`src/hw/rtl/world_point_screen_projection_macros.svh`:
```
// Assertion macros for the RTL files; wpsp_scr includes them.
`ifndef WORLD_POINT_SCREEN_PROJECTION_MACROS_SVH
`define WORLD_POINT_SCREEN_PROJECTION_MACROS_SVH

// Same-cycle implication, disabled while reset is asserted.
`define WPSP_ASSERT_NOW(lbl, clk, rst_n, ante, cons) \
    lbl: assert property (@(posedge clk) disable iff (!rst_n) (ante) |-> (cons)) \
        else $error("wpsp assertion failed");

// Next-cycle implication, disabled while reset is asserted.
`define WPSP_ASSERT_NEXT(lbl, clk, rst_n, ante, cons) \
    lbl: assert property (@(posedge clk) disable iff (!rst_n) (ante) |=> (cons)) \
        else $error("wpsp assertion failed");

`endif

```
`src/hw/rtl/wpsp_pkg.sv`:
```
package wpsp_pkg;

    localparam int FRAC     = 16;
    localparam int COORD_W  = 32;
    localparam int NUM_REGS = 8;
    localparam int RIDX_W   = $clog2(NUM_REGS);
    localparam int REG_W    = 2 * COORD_W;
    localparam int NUM_ELEM = 2 * NUM_REGS;

    localparam int PROD_W = 2 * COORD_W;
    localparam int FL_W   = PROD_W - FRAC;
    localparam int CLIP_W = FL_W + 2;

    localparam int IP_LOG = 24;
    localparam int QW     = IP_LOG + FRAC;
    localparam int STEPS  = 2;
    localparam int DSTG   = (QW + STEPS - 1) / STEPS;

    localparam logic signed [CLIP_W-1:0] THRESH = CLIP_W'(((1 << FRAC) + 5) / 10);

    localparam int VIEW_HW = 512;
    localparam int VIEW_HH = 384;
    localparam int X_BIAS  = 5;
    localparam int Y_BIAS  = 16;
    localparam int SX_OFF  = VIEW_HW + X_BIAS;
    localparam int SX_SCL  = VIEW_HW + 1;
    localparam int SY_OFF  = VIEW_HH - Y_BIAS;
    localparam int SY_SCL  = VIEW_HH - 1;
    localparam int SCL_W   = 12;
    localparam int NDC_W   = QW + 2;
    localparam int SUM_W   = NDC_W + SCL_W + 1;

    typedef struct packed {
        logic signed [COORD_W-1:0] point_x;
        logic signed [COORD_W-1:0] point_y;
        logic signed [COORD_W-1:0] point_z;
    } t_point;

    typedef struct packed {
        logic signed [CLIP_W-1:0] cx;
        logic signed [CLIP_W-1:0] cy;
        logic signed [CLIP_W-1:0] cz;
        logic signed [CLIP_W-1:0] cw;
    } t_clip;

    typedef struct packed {
        logic visible;
        logic wzero;
        logic cx_pos;
        logic cy_pos;
        logic neg_x;
        logic neg_y;
        logic big_x;
        logic big_y;
    } t_dflg;

    typedef struct packed {
        t_dflg           flg;
        logic [QW-1:0]   qx;
        logic [QW-1:0]   qy;
    } t_ndc;

    typedef struct packed {
        logic                      visible;
        logic signed [COORD_W-1:0] screen_x;
        logic signed [COORD_W-1:0] screen_y;
        logic                      overflow;
    } t_screen;

endpackage

```
`src/hw/rtl/wpsp_scr.sv`:
```
`include "world_point_screen_projection_macros.svh"

module wpsp_scr import wpsp_pkg::*; (
    input  logic    i_clk,
    input  logic    i_rst_n,
    input  logic    i_valid,
    output logic    o_ready,
    input  t_ndc    i_ndc,
    output logic    o_valid,
    input  logic    i_ready,
    output t_screen o_scr
);
    localparam int NS = 2;
    localparam logic signed [SCL_W-1:0] KX = SCL_W'(SX_SCL);
    localparam logic signed [SCL_W-1:0] KY = SCL_W'(SY_SCL);
    localparam logic signed [SUM_W-1:0] OX = SUM_W'(SX_OFF) <<< FRAC;
    localparam logic signed [SUM_W-1:0] OY = SUM_W'(SY_OFF) <<< FRAC;
    localparam logic signed [SUM_W-1:0] SMAX = {{(SUM_W-COORD_W+1){1'b0}},
                                                {(COORD_W-1){1'b1}}};
    localparam logic signed [SUM_W-1:0] SMIN = ~SMAX;
    localparam logic signed [COORD_W-1:0] OMAX = {1'b0, {(COORD_W-1){1'b1}}};
    localparam logic signed [COORD_W-1:0] OMIN = {1'b1, {(COORD_W-1){1'b0}}};

    logic [NS-1:0]            r_v;
    logic [NS:0]              en;
    logic [QW:0]              mx, my;
    logic signed [NDC_W-1:0]  nx, ny;
    logic signed [SUM_W-1:0]  r_px, r_py, sx, sy;
    t_dflg                    r_flg;
    t_screen                  n_out, r_out;
    logic                     ox, oy;

    always_comb begin
        mx = i_ndc.flg.big_x ? (QW+1)'(1) << QW : {1'b0, i_ndc.qx};
        my = i_ndc.flg.big_y ? (QW+1)'(1) << QW : {1'b0, i_ndc.qy};
        nx = i_ndc.flg.neg_x ? -NDC_W'(mx) : NDC_W'(mx);
        ny = i_ndc.flg.neg_y ? -NDC_W'(my) : NDC_W'(my);
    end

    always_comb begin
        sx = OX + r_px;
        sy = OY - r_py;
        ox = (sx > SMAX) || (sx < SMIN);
        oy = (sy > SMAX) || (sy < SMIN);
        n_out = '0;
        if (r_flg.visible) begin
            n_out.visible = 1'b1;
            if (r_flg.wzero) begin
                n_out.screen_x = r_flg.cx_pos ? OMAX : OMIN;
                n_out.screen_y = r_flg.cy_pos ? OMIN : OMAX;
                n_out.overflow = 1'b1;
            end else begin
                n_out.screen_x = (sx > SMAX) ? OMAX : (sx < SMIN) ? OMIN : COORD_W'(sx);
                n_out.screen_y = (sy > SMAX) ? OMAX : (sy < SMIN) ? OMIN : COORD_W'(sy);
                n_out.overflow = ox || oy;
            end
        end
    end

    always_comb begin
        en[NS] = i_ready;
        for (int k = NS - 1; k >= 0; k--) begin
            en[k] = !r_v[k] || en[k+1];
        end
    end

    always_ff @(posedge i_clk) begin
        if (!i_rst_n) begin
            r_v <= '0;
        end else begin
            if (en[0]) begin
                r_v[0] <= i_valid;
            end
            if (en[1]) begin
                r_v[1] <= r_v[0];
            end
        end
    end

    always_ff @(posedge i_clk) begin
        if (en[0]) begin
            r_px  <= SUM_W'(nx) * SUM_W'(KX);
            r_py  <= SUM_W'(ny) * SUM_W'(KY);
            r_flg <= i_ndc.flg;
        end
        if (en[1]) begin
            r_out <= n_out;
        end
    end

    assign o_ready = en[0];
    assign o_valid = r_v[NS-1];
    assign o_scr   = r_out;

    `WPSP_ASSERT_NOW(a_hidden_zero, i_clk, i_rst_n, o_valid && !o_scr.visible,
        o_scr.screen_x == '0 && o_scr.screen_y == '0 && !o_scr.overflow)
    `WPSP_ASSERT_NEXT(a_take_in, i_clk, i_rst_n, i_valid && o_ready, r_v[0])
    `WPSP_ASSERT_NEXT(a_no_drop, i_clk, i_rst_n, r_v[0] && !en[1], r_v[0])
    `WPSP_ASSERT_NEXT(a_wzero_ovf, i_clk, i_rst_n,
        r_v[0] && en[1] && r_flg.visible && r_flg.wzero, r_out.overflow)
endmodule
```
`config.mk`:
```
export PLATFORM = sky130hd
export DESIGN_NAME = wpsp_scr
export DESIGN_NICKNAME = d
export VERILOG_FILES = /design/src/hw/rtl/wpsp_pkg.sv /design/src/hw/rtl/wpsp_scr.sv
export VERILOG_INCLUDE_DIRS = /design/src /design/src/hw/rtl
export SDC_FILE = /design/constraint.sdc
export NUM_CORES = 1
export LEC_CHECK = 0
export BUFFER_PORTS_ARGS = -buffer_cell sky130_fd_sc_hd__buf_2
export CAP_MARGIN = 20
export CELL_PAD_IN_SITES_DETAIL_PLACEMENT = 1
export CELL_PAD_IN_SITES_GLOBAL_PLACEMENT = 1
export CORE_ASPECT_RATIO = 0.9
export CORE_UTILIZATION = 49
export CTS_CLUSTER_DIAMETER = 200
export DETAILED_ROUTE_END_ITERATION = 10
export GPL_TIMING_DRIVEN = 0
export HOLD_SLACK_MARGIN = 0.1
export PLACE_DENSITY_LB_ADDON = 0.1
export REMOVE_ABC_BUFFERS = 1
export SYNTH_ARGS = -nofsm -noshare
export SYNTH_HDL_FRONTEND = slang
export SYNTH_SLANG_ARGS = --single-unit
```
`constraint.sdc`:
```
create_clock -name i_clk -period 11.7 [get_ports i_clk]
set_input_delay 1.17 -clock i_clk [delete_from_list [all_inputs] [get_ports i_clk]]
set_output_delay 1.17 -clock i_clk [all_outputs]
set_load 0.005 [all_outputs]
```
==> results of run 1 <==
==> state kept, by name, indices dropped and copies added, names as in the netlist <==
register  count
o_scr        66
r_flg         4
r_px         53
r_py         52
r_v           2
==> worst max path at each step <==
stage              start  cells after the start  slack [ns]       end
3_5_place_dp   i_ndc[80]                     30        0.44  r_py[50]
2_1_floorplan   i_ndc[5]                     21        3.26  r_py[50]
3_3_place_gp   i_ndc[80]                     30        0.79  r_py[50]
4_1_cts        i_ndc[80]                     30        0.93  r_py[50]
6_report       i_ndc[80]                     30        0.90  r_py[50]
5_1_grt        i_ndc[80]                     30        0.31  r_py[50]
==> worst reg2reg max path, cell delays in order (launching register included) <==
cell and delay (ns):
edfxtp_1 0.48, nor4_2 0.43, nand3_1 0.37, o31ai_4 0.42
nand2_1 0.23, or4b_1 0.54, a21oi_1 0.17, o221ai_1 0.19
nor4_1 0.35, o211ai_1 0.25, buf_4 0.27, buf_4 0.19
o21ai_1 0.17
==> through the flow <==
step / hold WS (ns) / utilization / std cells
after floorplan: 0.463 / - / 2334
after global placement: 0.470 / 0.523 / 3101
after detailed placement: 0.566 / 0.525 / 3106
after CTS: 0.584 / 0.538 / 3137
after global routing: 0.606 / 0.539 / 3139
final: 0.584 / 0.539 / 3140
==> layout make-up <==
type / instances / share of cell area
multi-input combinational: 1907 / 0.653
sequential: 177 / 0.217
inverter: 250 / 0.0384
timing repair buffer: 166 / 0.0373
tap: 608 / 0.0311
clock buffer: 17 / 0.0174
clock inverter: 14 / 0.00665
antenna: 1 / 0.000102
==> logic make-up (layout without fill, tap and decap cells) <==
group           count (synthesis)  count (layout)  share of synthesized area
compound gates                599             599                      0.171
xor+xnor                      249             249                     0.0969
fa+ha+maj                     422             422                      0.289
buf+inv                       323             447                     0.0559
flops                         177             177                      0.235
mux                            13              13                    0.00634
other cells                     0               1                          0
simple gates                  624             624                      0.145
==> cells in the mapped netlist (all sizes together) (41+ instances only) <==
master    n  area share
a21o     79       0.026
a21oi   185       0.042
clkbuf   48      0.0080
edfxtp  175        0.23
fa      166        0.15
ha      248        0.14
inv     249       0.042
nand2   151       0.025
nand3    47       0.010
nor2    135       0.023
nor3     41       0.010
o21ai   129       0.029
xnor2   161       0.063
xor2     88       0.034
==> routing by layer <==
layer  wire length, um  vias to the layer above
met2             30800                      287
met3              1460                       72
met5                 0                        -
met4              1270                        0
li1                  -                     8813
met1             26900                     8936
==> placed cells by master (no fill, tap or decap), types with 10 or more instances in the layout <==
| cell | netlist | final |
|---|---|---|
| nor3_1 | 38 | 38 |
| nor4_1 | 23 | 23 |
| nor2b_1 | 30 | 30 |
| o211ai_1 | 15 | 15 |
| o21ai_1 | 23 | 23 |
| nand4_1 | 33 | 33 |
| buf_2 | 12 | 159 |
| or2_2 | 15 | 15 |
| mux2_2 | 10 | 10 |
| nand3_1 | 47 | 47 |
| and2_1 | 13 | 13 |
| or3_1 | 31 | 31 |
| o21ai_0 | 106 | 106 |
| nor2_1 | 135 | 135 |
| a21o_1 | 79 | 79 |
| fa_1 | 166 | 166 |
| and3_1 | 17 | 17 |
| xor2_1 | 88 | 88 |
| o21a_1 | 14 | 14 |
| or4_1 | 19 | 19 |
| nor3b_1 | 10 | 10 |
| nand2_1 | 151 | 150 |
| nand2b_1 | 21 | 21 |
| clkbuf_16 | 0 | 17 |
| a211oi_1 | 15 | 15 |
| edfxtp_1 | 175 | 175 |
| inv_1 | 249 | 248 |
| a21oi_1 | 183 | 183 |
| a31oi_1 | 18 | 18 |
| ha_1 | 248 | 248 |
| o31ai_1 | 30 | 30 |
| xnor2_1 | 161 | 161 |
| o2111ai_1 | 10 | 10 |
| o21bai_1 | 22 | 22 |
==> run_results.csv, run 1 <==
group,metric,value,unit
global_route,use_met3,0.0183,
critical_path,path_class,"in -> reg",
detailed_routing,ant_nets,0,
detailed_routing,initialDrtViolationCount,692,
floorplanning,start_util,0.496,
floorplanning,boundaryPins,160,
min_path,min_from,"r_v[0]",
placed_design,dpl_worst_slack,0.441,ns
cts,clkTransAtPathRegs,0.07,ns
critical_path,slowest_delay,0.76,ns
detailed_routing,wl_per_cell,19.3,um
timing,fin_setup_tns,0,ns
cts,cts_buffers,17,
cts,ctsLongestPathBuffers,2,
timing,final_max_slew_viol_count,0,
final_layout,multi_input_area,16000,um^2
detailed_routing,num_vias,18108,
timing,layout_setup_ws,0.904,ns
placed_design,dp.final_hpwl,51400,um
detailed_routing,drt_first_pass_iters,5,
critical_path,regToRegStartpoint,"r_py[2]",
cts,htree_num_levels,4,
min_path,min_to,"r_v[1]",
timing,min_period_over_period,0.923,
global_route,grtUsageMet2,0.475,
critical_path,critPathLaunchType,"primary input",
critical_path,crit_path_end_kind,"register",
critical_path,crit_family,"compound AO/OA/AOI/OAI gates",
cts,post_cts_buffers,0,
critical_path,required,11.88,ns
synth,syn-instance-count,2407,
floorplanning,die_w,228,um
min_path,hold_path_class,"reg -> reg",
final_layout,drive_above_1_share,0.101,
synth,synth_edf_count,175,
synth,synthArstFlopShare,0,
final_layout,area_growth,8.67,%
global_route,grt_use_total,0.258,
critical_path,ff2ff_path_depth,12,
final_layout,fin_area,24500,um^2
placed_design,portBuffers,159,
critical_path,cp_max_fo,51,
cts,cts_root_buffer,"clkbuf_16",
critical_path,worstReg2RegEnd,"o_scr[7]",
cts,cts_hold_buffers,0,
timing,slew_headroom,0.235,
timing,finClkSkew,0.0115,ns
synth,syn-cell-area,22500,um^2
timing,hold_viol,0,
synth,synth_ff_type,"edfxtp_1",
floorplanning,coreArea,45400,um^2
critical_path,ff2ff_setup_slack,7.48,ns
cts,cts_resized,0,
detailed_routing,drc_errors,0,
timing,rsz0062_at_grt,"false",
critical_path,path_buf_inv,5,
cts,insertion_delay,0.45,ns
timing,worstMarginPinSlew,1.14,ns
cts,cts.sinks,177,
global_route,antenna_found_initial,0,
floorplanning,die_height,205,um
global_route,grt_first_pass_wirelength,97400,um
floorplanning,die_area,46800,um^2
critical_path,cp.arrival,10.98,ns
placed_design,place.gp.congestion,0.906,
final_layout,nets,3025,
global_route,grt.busiest_layer,"met2",
timing,setup_violations,0,
final_layout,seq_area,5300,um^2
min_path,holdPathStages,1,
global_route,grt_pass1_vias,18919,
placed_design,placed_area,23800,um^2
global_route,use_met1,0.322,
final_layout,fillers,5305,
cts,tritoncts,"built",
detailed_routing,wl,60500,um
synth,yosysWarningCount,0,
synth,ys_ff_latch,177,
timing,min_period,10.80,ns
floorplanning,row_count,74,
detailed_routing,vias_per_cell,5.77,
synth,syn_avg_cell_area,9.35,um^2
global_route,grt_max_degree,57,
synth,seq_area_frac_synth,0.235,
global_route,grt_overflow,0,
timing,clock.fmax,92.6,MHz
synth,yosys.cell_types.count,89,
status,status,"complete, no violations",
flow_run,cap_violations,0,
critical_path,crit_path_top_delay_cell,"a21oi_1",
Power of run 1 is not shown: default switching activity piles up to over one toggle a cycle in this logic, so the estimate is an artifact.
==> run 2: changes to the inputs <==
- CORE_UTILIZATION: 49 -> 53
- clock period: 11.7 -> 13.21 ns (I/O delays scaled with it)
==> run_results.csv, run 2 (synthesis gave the netlist of run 1 again) <==
group,metric,value,unit
critical_path,slowest_delay,0.80,ns
floorplanning,boundaryPins,160,
cts,cts_root_buffer,"clkbuf_16",
timing,clock.fmax,92.2,MHz
cts,cts.sinks,177,
final_layout,nets,3025,
cts,cts_hold_buffers,0,
critical_path,path_buf_inv,5,
cts,post_cts_buffers,0,
detailed_routing,initialDrtViolationCount,1069,
timing,finClkSkew,0.0129,ns
critical_path,path_class,"in -> reg",
floorplanning,row_count,71,
global_route,grt_first_pass_wirelength,101000,um
detailed_routing,wl,62400,um
detailed_routing,wl_per_cell,20.3,um
placed_design,place.gp.congestion,0.887,
timing,slew_headroom,0.281,
cts,clkTransAtPathRegs,0.07,ns
cts,htree_num_levels,4,
critical_path,cp.arrival,11.03,ns
timing,hold_viol,0,
global_route,grt_max_degree,57,
timing,worstMarginPinSlew,1.07,ns
cts,cts_resized,0,
critical_path,crit_path_top_delay_cell,"a21oi_1",
detailed_routing,vias_per_cell,6.02,
timing,min_period_over_period,0.821,
final_layout,area_growth,8.39,%
detailed_routing,drc_errors,0,
timing,final_max_slew_viol_count,0,
detailed_routing,num_vias,18536,
floorplanning,coreArea,41800,um^2
floorplanning,die_height,197,um
placed_design,portBuffers,159,
final_layout,final_core_util,0.583,
critical_path,critPathLaunchType,"primary input",
final_layout,largest_register_ffs,66,
final_layout,drive_above_1_share,0.101,
detailed_routing,drt_first_pass_iters,5,
cts,ctsLongestPathBuffers,2,
critical_path,crit_family,"compound AO/OA/AOI/OAI gates",
critical_path,crit_path_end_kind,"register",
floorplanning,start_util,0.538,
cts,insertion_delay,0.46,ns
min_path,hold_path_class,"reg -> reg",
timing,setup_violations,0,
final_layout,fin_area,24400,um^2
global_route,grt_pass1_vias,19630,
flow_run,cap_violations,0,
detailed_routing,ant_nets,0,
critical_path,required,13.39,ns
global_route,grt_overflow,0,
timing,rsz0062_at_grt,"false",
final_layout,layout_common_cells,"inv_1, ha_1, a21oi_1, edfxtp_1, fa_1",
placed_design,dp.final_hpwl,52100,um
cts,cts_buffers,17,
global_route,antenna_found_initial,2,
placed_design,placed_area,23700,um^2
floorplanning,die_area,43300,um^2
global_route,grt_use_total,0.292,
timing,fin_setup_tns,0,ns
status,status,"complete, no violations",
timing,min_period,10.84,ns
critical_path,cp_max_fo,51,
floorplanning,die_w,219,um
cts,tritoncts,"built",
==> run 2: cell count changes in the layout (fill, tap and decap cells not counted) <==
cell	previous run	this run
clkinvlp_4	1	2
clkinv_8	1	3
buf_4	2	3
inv_6	4	0
clkinv_4	2	3
buf_6	1	0
diode_2	1	2
==> run 2: through the flow <==
step,setup slack (ns),std cells,hold slack (ns)
5_1_grt,1.69,3080,0.624
4_1_cts,2.38,3076,0.593
6_report,2.37,3080,0.600
3_5_place_dp,1.89,3045,0.571
2_1_floorplan,4.62,2334,0.463
3_3_place_gp,2.18,3040,0.468
==> run 2: final cells by class <==
type	instances	area, um^2
fill	4807	17500
multi-input combinational	1907	16000
sequential	177	5300
inverter	250	938
timing repair buffer	166	908
tap	547	684
clock buffer	17	425
clock inverter	14	176
antenna	2	5.00
==> run 2: per-layer routing <==
metal | part of all wire | track usage | vias to the layer above | wire [um]
met5 | 0 | 0 | - | 0
met4 | 0.029 | 0.106 | 0 | 1790
met2 | 0.51 | 0.530 | 367 | 31700
met3 | 0.024 | 0.0186 | 101 | 1510
li1 | - | - | 8832 | -
met1 | 0.44 | 0.365 | 9236 | 27400
==> run 2: worst paths after layout <==
path / start / to / slack (ns) / cells after the start
max: i_ndc[80] / r_py[50] / 2.37 / 30
min: r_v[0] / r_v[1] / 0.60 / 1
max reg2reg: r_px[16] / o_scr[49] / 9.00 / 11
min reg2reg: r_v[0] / r_v[1] / 0.60 / 1
Power of run 2 is left out for the same reason.
